<file path="src/rtl/base64_stream_decoder_unit_macros.svh">
// Assertion macros for the Base64 stream decoder.
// Included by the top level; expects clk and rst in scope.
`ifndef BASE64_STREAM_DECODER_UNIT_MACROS_SVH
`define BASE64_STREAM_DECODER_UNIT_MACROS_SVH

// condition implies consequence in the same cycle
`define B64SD_ASSERT_NOW(lbl, ante, cons) \
  lbl: assert property (@(posedge clk) disable iff (rst) (ante) |-> (cons)) \
    else $error("b64sd assertion failed");

// condition implies consequence in the next cycle
`define B64SD_ASSERT_NEXT(lbl, ante, cons) \
  lbl: assert property (@(posedge clk) disable iff (rst) (ante) |=> (cons)) \
    else $error("b64sd assertion failed");

`endif

</file>
<file path="src/rtl/b64sd_pkg.sv">
// Shared types and the character map for the Base64 stream decoder.
// No dependencies.
package b64sd_pkg;

  typedef enum logic [1:0] {
    FIN_NONE  = 2'd0,
    FIN_MARK  = 2'd1,
    FIN_BYTES = 2'd2
  } fin_t;

  // one input item's worth of results, handed to the serialiser
  typedef struct packed {
    logic        pre;
    logic [23:0] pre_triple;
    fin_t        fin;
    logic        fin_status;
    logic [1:0]  fin_count;
    logic [23:0] fin_triple;
  } job_t;

  typedef struct packed {
    logic stage_valid;
    logic job_valid;
  } core_status_t;

  localparam logic [7:0] CH_PAD = 8'h3D;

  function automatic logic is_blank(input logic [7:0] c);
    logic b;
    b = (c inside {8'h0A, 8'h0D, 8'h20, 8'h09});
    return b;
  endfunction

  // NUL maps to 64 so that it carries into the sextet above
  function automatic logic [6:0] sextet_of(input logic [7:0] c);
    logic [7:0] d;
    d = 8'd0;
    if (c inside {[8'h41:8'h5A]}) begin
      d = c - 8'h41;
    end else if (c inside {[8'h61:8'h7A]}) begin
      d = c - 8'h61 + 8'd26;
    end else if (c inside {[8'h30:8'h39]}) begin
      d = c - 8'h30 + 8'd52;
    end else if (c == 8'h2B) begin
      d = 8'd62;
    end else if (c == 8'h2F) begin
      d = 8'd63;
    end else if (c == 8'h00) begin
      d = 8'd64;
    end
    return d[6:0];
  endfunction

endpackage

</file>
<file path="src/rtl/b64sd_in_if.sv">
// Character channel of the Base64 stream decoder.
// No dependencies.
interface b64sd_in_if;
  logic       valid;
  logic       ready;
  logic [7:0] text_char;
  logic       end_of_text;

  modport source (output valid, text_char, end_of_text, input ready);
  modport sink   (input valid, text_char, end_of_text, output ready);
endinterface

</file>
<file path="src/rtl/b64sd_out_if.sv">
// Result channel of the Base64 stream decoder.
// No dependencies.
interface b64sd_out_if;
  logic       valid;
  logic       ready;
  logic [7:0] data_byte;
  logic       byte_valid;
  logic       run_end;
  logic       status;

  modport source (output valid, data_byte, byte_valid, run_end, status, input ready);
  modport sink   (input valid, data_byte, byte_valid, run_end, status, output ready);
endinterface

</file>
<file path="src/rtl/b64sd_core.sv">
// Input register and quartet state of the Base64 stream decoder.
// Depends on b64sd_pkg and b64sd_in_if.
module b64sd_core (
  input  logic                 clk,
  input  logic                 rst,
  b64sd_in_if.sink             text_in,
  output b64sd_pkg::job_t      job,
  output logic                 job_valid,
  input  logic                 job_take,
  output b64sd_pkg::core_status_t st
);

  logic        iv;
  logic [7:0]  ich;
  logic        iend;

  logic [23:0] sum, sum_next;
  logic [1:0]  pos, pos_next;
  logic [23:0] held, held_next;
  logic        hv, hv_next;
  logic        lwp, lwp_next;
  logic        slp, slp_next;

  logic        blank;
  logic [6:0]  sext;
  logic [23:0] shifted;
  logic        need;
  logic        consume;

  always_comb begin
    blank     = b64sd_pkg::is_blank(ich);
    sext      = b64sd_pkg::sextet_of(ich);
    shifted   = {sum[17:0], 6'd0} + {17'd0, sext};
    sum_next  = sum;
    pos_next  = pos;
    held_next = held;
    hv_next   = hv;
    lwp_next  = lwp;
    slp_next  = slp;
    job       = '0;
    job.fin   = b64sd_pkg::FIN_NONE;

    if (!blank) begin
      job.pre        = hv;
      job.pre_triple = held;
      hv_next        = 1'b0;
      sum_next       = shifted;
      slp_next       = lwp;
      lwp_next       = (ich == b64sd_pkg::CH_PAD);
      pos_next       = pos + 2'd1;
      if (pos_next == 2'd0) begin
        held_next = shifted;
        hv_next   = 1'b1;
        sum_next  = '0;
      end
    end

    if (iend) begin
      if (pos_next != 2'd0) begin
        job.fin        = b64sd_pkg::FIN_MARK;
        job.fin_status = 1'b1;
      end else if (hv_next) begin
        job.fin        = b64sd_pkg::FIN_BYTES;
        job.fin_triple = held_next;
        job.fin_count  = 2'd3 - {1'b0, lwp_next} - {1'b0, slp_next};
      end else begin
        job.fin = b64sd_pkg::FIN_MARK;
      end
    end

    need      = job.pre | iend;
    job_valid = iv & need;
    consume   = iv & (~need | job_take);
    text_in.ready   = ~iv | consume;
    st.stage_valid  = iv;
    st.job_valid    = job_valid;
  end

  always_ff @(posedge clk) begin
    if (rst) begin
      iv   <= 1'b0;
      sum  <= '0;
      pos  <= '0;
      held <= '0;
      hv   <= 1'b0;
      lwp  <= 1'b0;
      slp  <= 1'b0;
    end else begin
      if (consume) begin
        if (iend) begin
          // end of text: back to the reset state
          sum  <= '0;
          pos  <= '0;
          held <= '0;
          hv   <= 1'b0;
          lwp  <= 1'b0;
          slp  <= 1'b0;
        end else begin
          sum  <= sum_next;
          pos  <= pos_next;
          held <= held_next;
          hv   <= hv_next;
          lwp  <= lwp_next;
          slp  <= slp_next;
        end
      end
      if (text_in.ready) begin
        iv <= text_in.valid;
      end
    end
  end

  always_ff @(posedge clk) begin
    if (text_in.ready && text_in.valid) begin
      ich  <= text_in.text_char;
      iend <= text_in.end_of_text;
    end
  end

endmodule

</file>
<file path="src/rtl/b64sd_ser.sv">
// Serialiser: plays out a job's bytes and any end marker, one per ready cycle.
// Depends on b64sd_pkg and b64sd_out_if.
module b64sd_ser (
  input  logic            clk,
  input  logic            rst,
  input  b64sd_pkg::job_t job,
  input  logic            job_valid,
  output logic            job_take,
  b64sd_out_if.source     byte_out
);

  logic            busy;
  logic [2:0]      idx, idx_next;
  b64sd_pkg::job_t cur;

  logic            last;
  logic            xfer;
  logic [23:0]     triple;
  logic [1:0]      k;
  logic [2:0]      fin_last;

  always_comb begin
    fin_last = 3'd2 + {1'b0, cur.fin_count};
    case (cur.fin)
      b64sd_pkg::FIN_NONE:  last = (idx == 3'd2);
      b64sd_pkg::FIN_MARK:  last = (idx == 3'd3);
      b64sd_pkg::FIN_BYTES: last = (idx == fin_last);
      default:              last = 1'b1;
    endcase

    if (idx < 3'd3) begin
      triple = cur.pre_triple;
      k      = idx[1:0];
    end else begin
      triple = cur.fin_triple;
      k      = 2'(idx - 3'd3);
    end

    byte_out.valid = busy;
    byte_out.data_byte  = 8'd0;
    byte_out.byte_valid = 1'b1;
    byte_out.run_end    = 1'b0;
    byte_out.status     = 1'b0;
    if (idx >= 3'd3 && cur.fin == b64sd_pkg::FIN_MARK) begin
      byte_out.byte_valid = 1'b0;
      byte_out.run_end    = 1'b1;
      byte_out.status     = cur.fin_status;
    end else begin
      case (k)
        2'd0:    byte_out.data_byte = triple[23:16];
        2'd1:    byte_out.data_byte = triple[15:8];
        default: byte_out.data_byte = triple[7:0];
      endcase
      byte_out.run_end = (idx >= 3'd3) && last;
    end

    xfer     = busy & byte_out.ready;
    job_take = ~busy | (xfer & last);

    if (idx == 3'd2 && cur.fin == b64sd_pkg::FIN_NONE) begin
      idx_next = idx;
    end else begin
      idx_next = idx + 3'd1;
    end
  end

  always_ff @(posedge clk) begin
    if (rst) begin
      busy <= 1'b0;
      idx  <= '0;
    end else if (job_take) begin
      busy <= job_valid;
      idx  <= job.pre ? 3'd0 : 3'd3;
    end else if (xfer) begin
      idx <= idx_next;
    end
  end

  always_ff @(posedge clk) begin
    if (job_take && job_valid) begin
      cur <= job;
    end
  end

endmodule

</file>
<file path="src/rtl/base64_stream_decoder_unit.sv">
// Top level of the Base64 stream decoder: character stage plus serialiser.
// Depends on b64sd_pkg, b64sd_in_if, b64sd_out_if, b64sd_core, b64sd_ser
// and base64_stream_decoder_unit_macros.svh.
//
// Takes one character a cycle while the serialiser keeps up. Blanks, and
// characters that neither release a held quartet nor end the text, give no
// result. A character that releases a held quartet, or ends the text, hands
// a job of up to four results to the serialiser, which puts out one result
// per cycle while the result side is ready. The job is registered in the
// serialiser from the input register, where the next such character waits
// until the serialiser reaches the last result of its current job, so
// sustained rate is one character a cycle, limited by the single result port
// to three decoded bytes every four characters. A count error or empty text
// ends with one result carrying byte_valid low and run_end high.
`include "base64_stream_decoder_unit_macros.svh"

module base64_stream_decoder_unit (
  input  logic        clk,
  input  logic        rst,
  b64sd_in_if.sink    text_in,
  b64sd_out_if.source byte_out
);

  b64sd_pkg::job_t         job;
  logic                    job_valid;
  logic                    job_take;
  b64sd_pkg::core_status_t st;

  b64sd_core u_core (
    .clk       (clk),
    .rst       (rst),
    .text_in   (text_in),
    .job       (job),
    .job_valid (job_valid),
    .job_take  (job_take),
    .st        (st)
  );

  b64sd_ser u_ser (
    .clk       (clk),
    .rst       (rst),
    .job       (job),
    .job_valid (job_valid),
    .job_take  (job_take),
    .byte_out  (byte_out)
  );

  // a stalled input means a character is parked waiting on the serialiser
  `B64SD_ASSERT_NOW(a_stall_has_job, !text_in.ready, st.stage_valid && st.job_valid && byte_out.valid)
  `B64SD_ASSERT_NOW(a_marker_ends_run, byte_out.valid && !byte_out.byte_valid, byte_out.run_end && byte_out.data_byte == 8'd0)
  `B64SD_ASSERT_NOW(a_error_is_marker, byte_out.valid && byte_out.status, byte_out.run_end && !byte_out.byte_valid)
  `B64SD_ASSERT_NEXT(a_job_starts_output, job_valid && job_take, byte_out.valid)

endmodule
</file>
<file path="src/flat_wrapper.sv">
// flat-port wrapper written by rule: the top's interface ports become plain ports
module base64_stream_decoder_unit_flat 
  (clk, rst, text_in_valid, text_in_text_char, text_in_end_of_text, text_in_ready, byte_out_valid, byte_out_data_byte, byte_out_byte_valid, byte_out_run_end, byte_out_status, byte_out_ready);
  b64sd_in_if text_in_i ();
  b64sd_out_if byte_out_i ();
  input  logic clk;
  input  logic rst;
  input wire logic [$bits(text_in_i.valid)-1:0] text_in_valid;
  input wire logic [$bits(text_in_i.text_char)-1:0] text_in_text_char;
  input wire logic [$bits(text_in_i.end_of_text)-1:0] text_in_end_of_text;
  output wire logic [$bits(text_in_i.ready)-1:0] text_in_ready;
  output wire logic [$bits(byte_out_i.valid)-1:0] byte_out_valid;
  output wire logic [$bits(byte_out_i.data_byte)-1:0] byte_out_data_byte;
  output wire logic [$bits(byte_out_i.byte_valid)-1:0] byte_out_byte_valid;
  output wire logic [$bits(byte_out_i.run_end)-1:0] byte_out_run_end;
  output wire logic [$bits(byte_out_i.status)-1:0] byte_out_status;
  input wire logic [$bits(byte_out_i.ready)-1:0] byte_out_ready;
  assign text_in_i.valid = text_in_valid;
  assign text_in_i.text_char = text_in_text_char;
  assign text_in_i.end_of_text = text_in_end_of_text;
  assign text_in_ready = text_in_i.ready;
  assign byte_out_valid = byte_out_i.valid;
  assign byte_out_data_byte = byte_out_i.data_byte;
  assign byte_out_byte_valid = byte_out_i.byte_valid;
  assign byte_out_run_end = byte_out_i.run_end;
  assign byte_out_status = byte_out_i.status;
  assign byte_out_i.ready = byte_out_ready;
  base64_stream_decoder_unit u_core (.clk(clk), .rst(rst), .text_in(text_in_i), .byte_out(byte_out_i));
endmodule
</file>
<file path="config.mk">
export PLATFORM = sky130hd
export DESIGN_NAME = base64_stream_decoder_unit_flat
export DESIGN_NICKNAME = d
export VERILOG_FILES = /design/src/rtl/b64sd_pkg.sv /design/src/rtl/b64sd_in_if.sv /design/src/rtl/b64sd_out_if.sv /design/src/rtl/b64sd_core.sv /design/src/rtl/b64sd_ser.sv /design/src/rtl/base64_stream_decoder_unit.sv /design/src/flat_wrapper.sv
export VERILOG_INCLUDE_DIRS = /design/src /design/src/rtl
export SDC_FILE = /design/constraint.sdc
export NUM_CORES = 1
export LEC_CHECK = 0
export BUFFER_PORTS_ARGS = -buffer_cell sky130_fd_sc_hd__buf_2
export CAP_MARGIN = 0
export CORE_ASPECT_RATIO = 2
export CORE_MARGIN = 2
export CORE_UTILIZATION = 60
export DETAILED_ROUTE_END_ITERATION = 7
export PLACE_DENSITY_LB_ADDON = 0.2
export REMOVE_ABC_BUFFERS = 1
export SYNTH_ARGS = -nofsm -noshare
export SYNTH_HDL_FRONTEND = slang
export SYNTH_SLANG_ARGS = --single-unit
</file>
<file path="constraint.sdc">
create_clock -name clk -period 5.55 [get_ports clk]
set_input_delay 0.2775 -clock clk [delete_from_list [all_inputs] [get_ports clk]]
set_output_delay 0.2775 -clock clk [all_outputs]
set_load 0.05 [all_outputs]
</file>
==> summary.txt <==
Run status
  – Status: completed

Detailed routing
  – DRT Pass-1 Iters: 5
  – Met3 WL post-DR: 757 um
  – Met2 WL: 8818 um
  – Overall routed net length: 15900 um
  – Met1 WL: 5394 um
  – Antenna viol nets, final: 0
  – Routed vias: 5034
  – DR iter-0 viols: 417
  – Remaining DRCs: 0
  – Highest Signal Layer: met4
  – Average routed wire per standard cell: 20.23 um
  – Vias per inst: 6.405

Global routing
  – Vias in the first global route: 5016
  – Total track usage: 31.01%
  – Initial antenna violation count: 0
  – Largest net degree at the start of global routing: 49
  – Global-route wire length before repair: 25210 um
  – Total grt overflow: 0

Synth
  – FFs w/ async S/R, synth: 0%
  – Most frequent cell after synthesis: nor2_1
  – Synth Area in Compound Gates: 17.80%
  – Post-Syn Area: 0.006080 mm^2
  – Synth cell count leaders: nor2_1, edfxtp_1, dfxtp_1
  – Synth Instances: 627
  – Synth top area share: 30.62%
  – Post-synthesis mux area share: 2.655%
  – Prevailing post-synth register cell: edfxtp_1
  – Sequential area share after synthesis: 47.75%
  – Largest area contributor in the netlist: edfxtp_1
  – Post-Synth Adder-Cell Area: 3.499%
  – Avg Synthesized Cell Area: 9.696 um^2
  – Yosys cell types: 67
  – Simple logic cell fraction of the synthesized area: 21.01%
  – Largest family of logic cells by synthesized area: simple AND/OR/NAND/NOR gates
  – Flops & latches, synth: 114
  – Xor and xnor area share after synthesis: 2.881%
  – Number of flops mapped to enable cells by yosys: 62
  – Yosys warns: 0
  – Area contributors post-synth: edfxtp_1, dfxtp_1, nor2_1

STA
  – Fmax: 246.3 MHz
  – Fin. Hold Viols: 0
  – Period utilization: 73.16%
  – Worst rel slew slack: 19.46%
  – Setup violations, final: 0
  – Actual slew at the worst max-slew pin: 1.208 ns
  – Final min period: 4.060 ns
  – Setup Skew: 0.01086 ns
  – Max Slew Vio Count: 0
  – Unrepaired setup endpoints after global routing: false
  – Setup TNS: 0 ns

Clocking
  – Worst-path clk slew: 0.05 ns
  – CTS Root Cell: clkbuf_16
  – H-tree depth: 4
  – Post-cts resize count: 0
  – Hold buffers post-CTS: 0
  – Num Clock Sinks: 114
  – Postcts setup bufs: 0
  – TritonCTS buffer count: 17
  – CTS Buffer Depth: 2
  – CTS tree: yes
  – Worst-Skew Late Latency: 0.42 ns

Pwr
  – Static leakage power: 2.508 nW
  – Combinational Power Share: 8.6%
  – Pwr Density: 337.3 mW/mm^2
  – Switching share of power: 23.10%
  – Cell-internal power: 1.789 mW
  – Sequential power share: 39.8%
  – Sw power: 0.5374 mW
  – Clk pwr share: 51.6%
  – Worst vdd ir: 221.2 uV

Setup path
  – CP required: 5.68 ns
  – WP depth: 15
  – Crit path max fanout: 9
  – Flop2flop setup slack: 1.49 ns
  – Worst reg-to-reg path cell count: 15
  – Critical Setup Path Class: reg2reg
  – Max incr delay on CP: 0.57 ns
  – Critical Path Sink Type: flop
  – Critical Path Slowest Stage Cell: a211oi_1
  – Worst Path Buf+Inv: 1
  – Crit path to: u_core.u_ser.cur[14]
  – Top delay family on crit path: compound AO/OA/AOI/OAI gates
  – R2R Path Start: u_core.u_core.ich[2]
  – Startpoint types: flop
  – Critical path's most frequent cell: ha_1
  – Worst-path cell chain: inv_1 -> ha_1 -> a21oi_1 -> a211oi_1 -> nor3_1 -> a211oi_1 -> a21oi_1 -> ha_1 -> ha_1 -> and2_1 -> and2_1 -> and3_1 -> xor2_1 -> mux2i_1 -> nor2_1
  – R2r endpoint: u_core.u_ser.cur[14]
  – CP Launch Point: u_core.u_core.ich[2]
  – CP arrival: 4.19 ns

Finish
  – P&R area growth vs syn: 13.48%
  – Final core occ: 68.86%
  – Layout cell share with drive strength beyond 1: 13.21%
  – Non-Filler Instances: 786
  – Antenna diodes: 0
  – Final #Nets: 668
  – Post-route design area: 0.006899 mm^2

Place
  – Dpl cells: 754
  – Final GP Congestion: 0.9486
  – Placed Area: 0.006245 mm^2
  – IO Port Bufs: 25
  – Placed wire-length estimate: 10900 um

Run
  – Max_cap viols: 0

Floorplanning
  – Die area: 0.01100 mm^2
  – Std-Cell Rows: 52
  – Die width: 75.18 um
  – Core ar.: 0.01002 mm^2
  – I/O pins: 26
  – Die H: 146.4 um
  – Starting Density: 60.68%

Hold path
  – Hold Crit Start: text_in_text_char[6]
  – Hold Crit Class: in2reg
-- cell usage in the layout, fill, tap and decap left out, drive strengths merged, types with 4 or more instances in the layout --
cell and count:
nor4 6, clkinv 4, a31oi 4, bufinv 5
nand3 22, dfxtp 52, xor2 7, and3 7
o41ai 4, a21oi 36, buf 32, edfxtp 62
a221oi 8, nor2 89, o21ai 19, nand4 8
clkbuf 22, nand3b 6, nor3 26, or3 4
nand2 35, xnor2 13, ha 17, inv 20
a22oi 40, a32oi 4, nor2b 7, mux2 9
and2 29, mux2i 6
-- through the flow --
step | power (mW) | setup WS (ns) | hold WS (ns)
global placement | 1.138 | 1.600 | 0.4515
finish | 2.327 | 1.490 | 0.03108
floorplan | 1.073 | 1.196 | 0.3466
detailed placement | 1.141 | 1.508 | 0.4549
global route | 2.389 | 1.118 | 0.02167
CTS | 2.334 | 1.508 | 0.02014
-- worst min-delay path by stage --
stage | cells after the start | end | slack (ns)
floorplan | 1 | u_core.u_core.held[3] | 0.35
global placement | 2 | u_core.u_core.held[3] | 0.45
detailed placement | 2 | u_core.u_core.held[3] | 0.45
CTS | 1 | u_core.u_core.iend | 0.02
global route | 1 | u_core.u_core.iend | 0.02
finish | 1 | u_core.u_core.ich[6] | 0.03
-- metal layers --
layer  track usage [%]  up-vias
li1                  -     2339
met1             30.81     2409
met2             54.87      218
met3             6.625       68
met4             20.09        0
met5                 0        -
-- flip-flops by register name (all words and copies together) (netlist names) --
name,flops
u_core.u_ser.cur,53
u_core.u_core.ich,8
u_core.u_core.iv,1
u_core.u_core.pos,2
u_core.u_core.hv,1
u_core.u_core.lwp,1
u_core.u_core.held,24
u_core.u_core.iend,1
u_core.u_ser.byte_out.valid,1
u_core.u_core.sum,18
u_core.u_ser.idx,3
u_core.u_core.slp,1
-- layout make-up --
type | instances | area [um^2]
clock buffer | 22 | 474.2
clock inverter | 10 | 180.2
fill | 817 | 3120
inverter | 20 | 75.07
multi-input combinational | 453 | 2920
sequential | 114 | 2903
tap | 135 | 168.9
timing repair buffer | 32 | 177.7
-- worst register-to-register path: stages, from the launching register on --
cell and delay (ns):
edfxtp_1 0.53, inv_1 0.22, ha_1 0.32, a21oi_1 0.16, a211oi_1 0.57, nor3_1 0.22
a211oi_1 0.24, a21oi_1 0.07, ha_1 0.24, ha_1 0.22, and2_1 0.18, and2_1 0.18
and3_1 0.20, xor2_1 0.15, mux2i_1 0.20, nor2_1 0.06
-- power groups by stage --
stage	Sequential [mW]	Clock, mW	Combinational (mW)
global route	0.928	1.25	0.215
finish	0.926	1.20	0.200
CTS	0.925	1.21	0.199
detailed placement	0.942	0	0.198
floorplan	0.937	0	0.136
global placement	0.941	0	0.196
-- kinds of logic after synthesis --
group	count (synthesis)
simple gates	252
compound gates	149
mux	15
buf+inv	60
xor+xnor	20
flops	114
fa+ha+maj	17
Power figures use the tool's default switching activity.
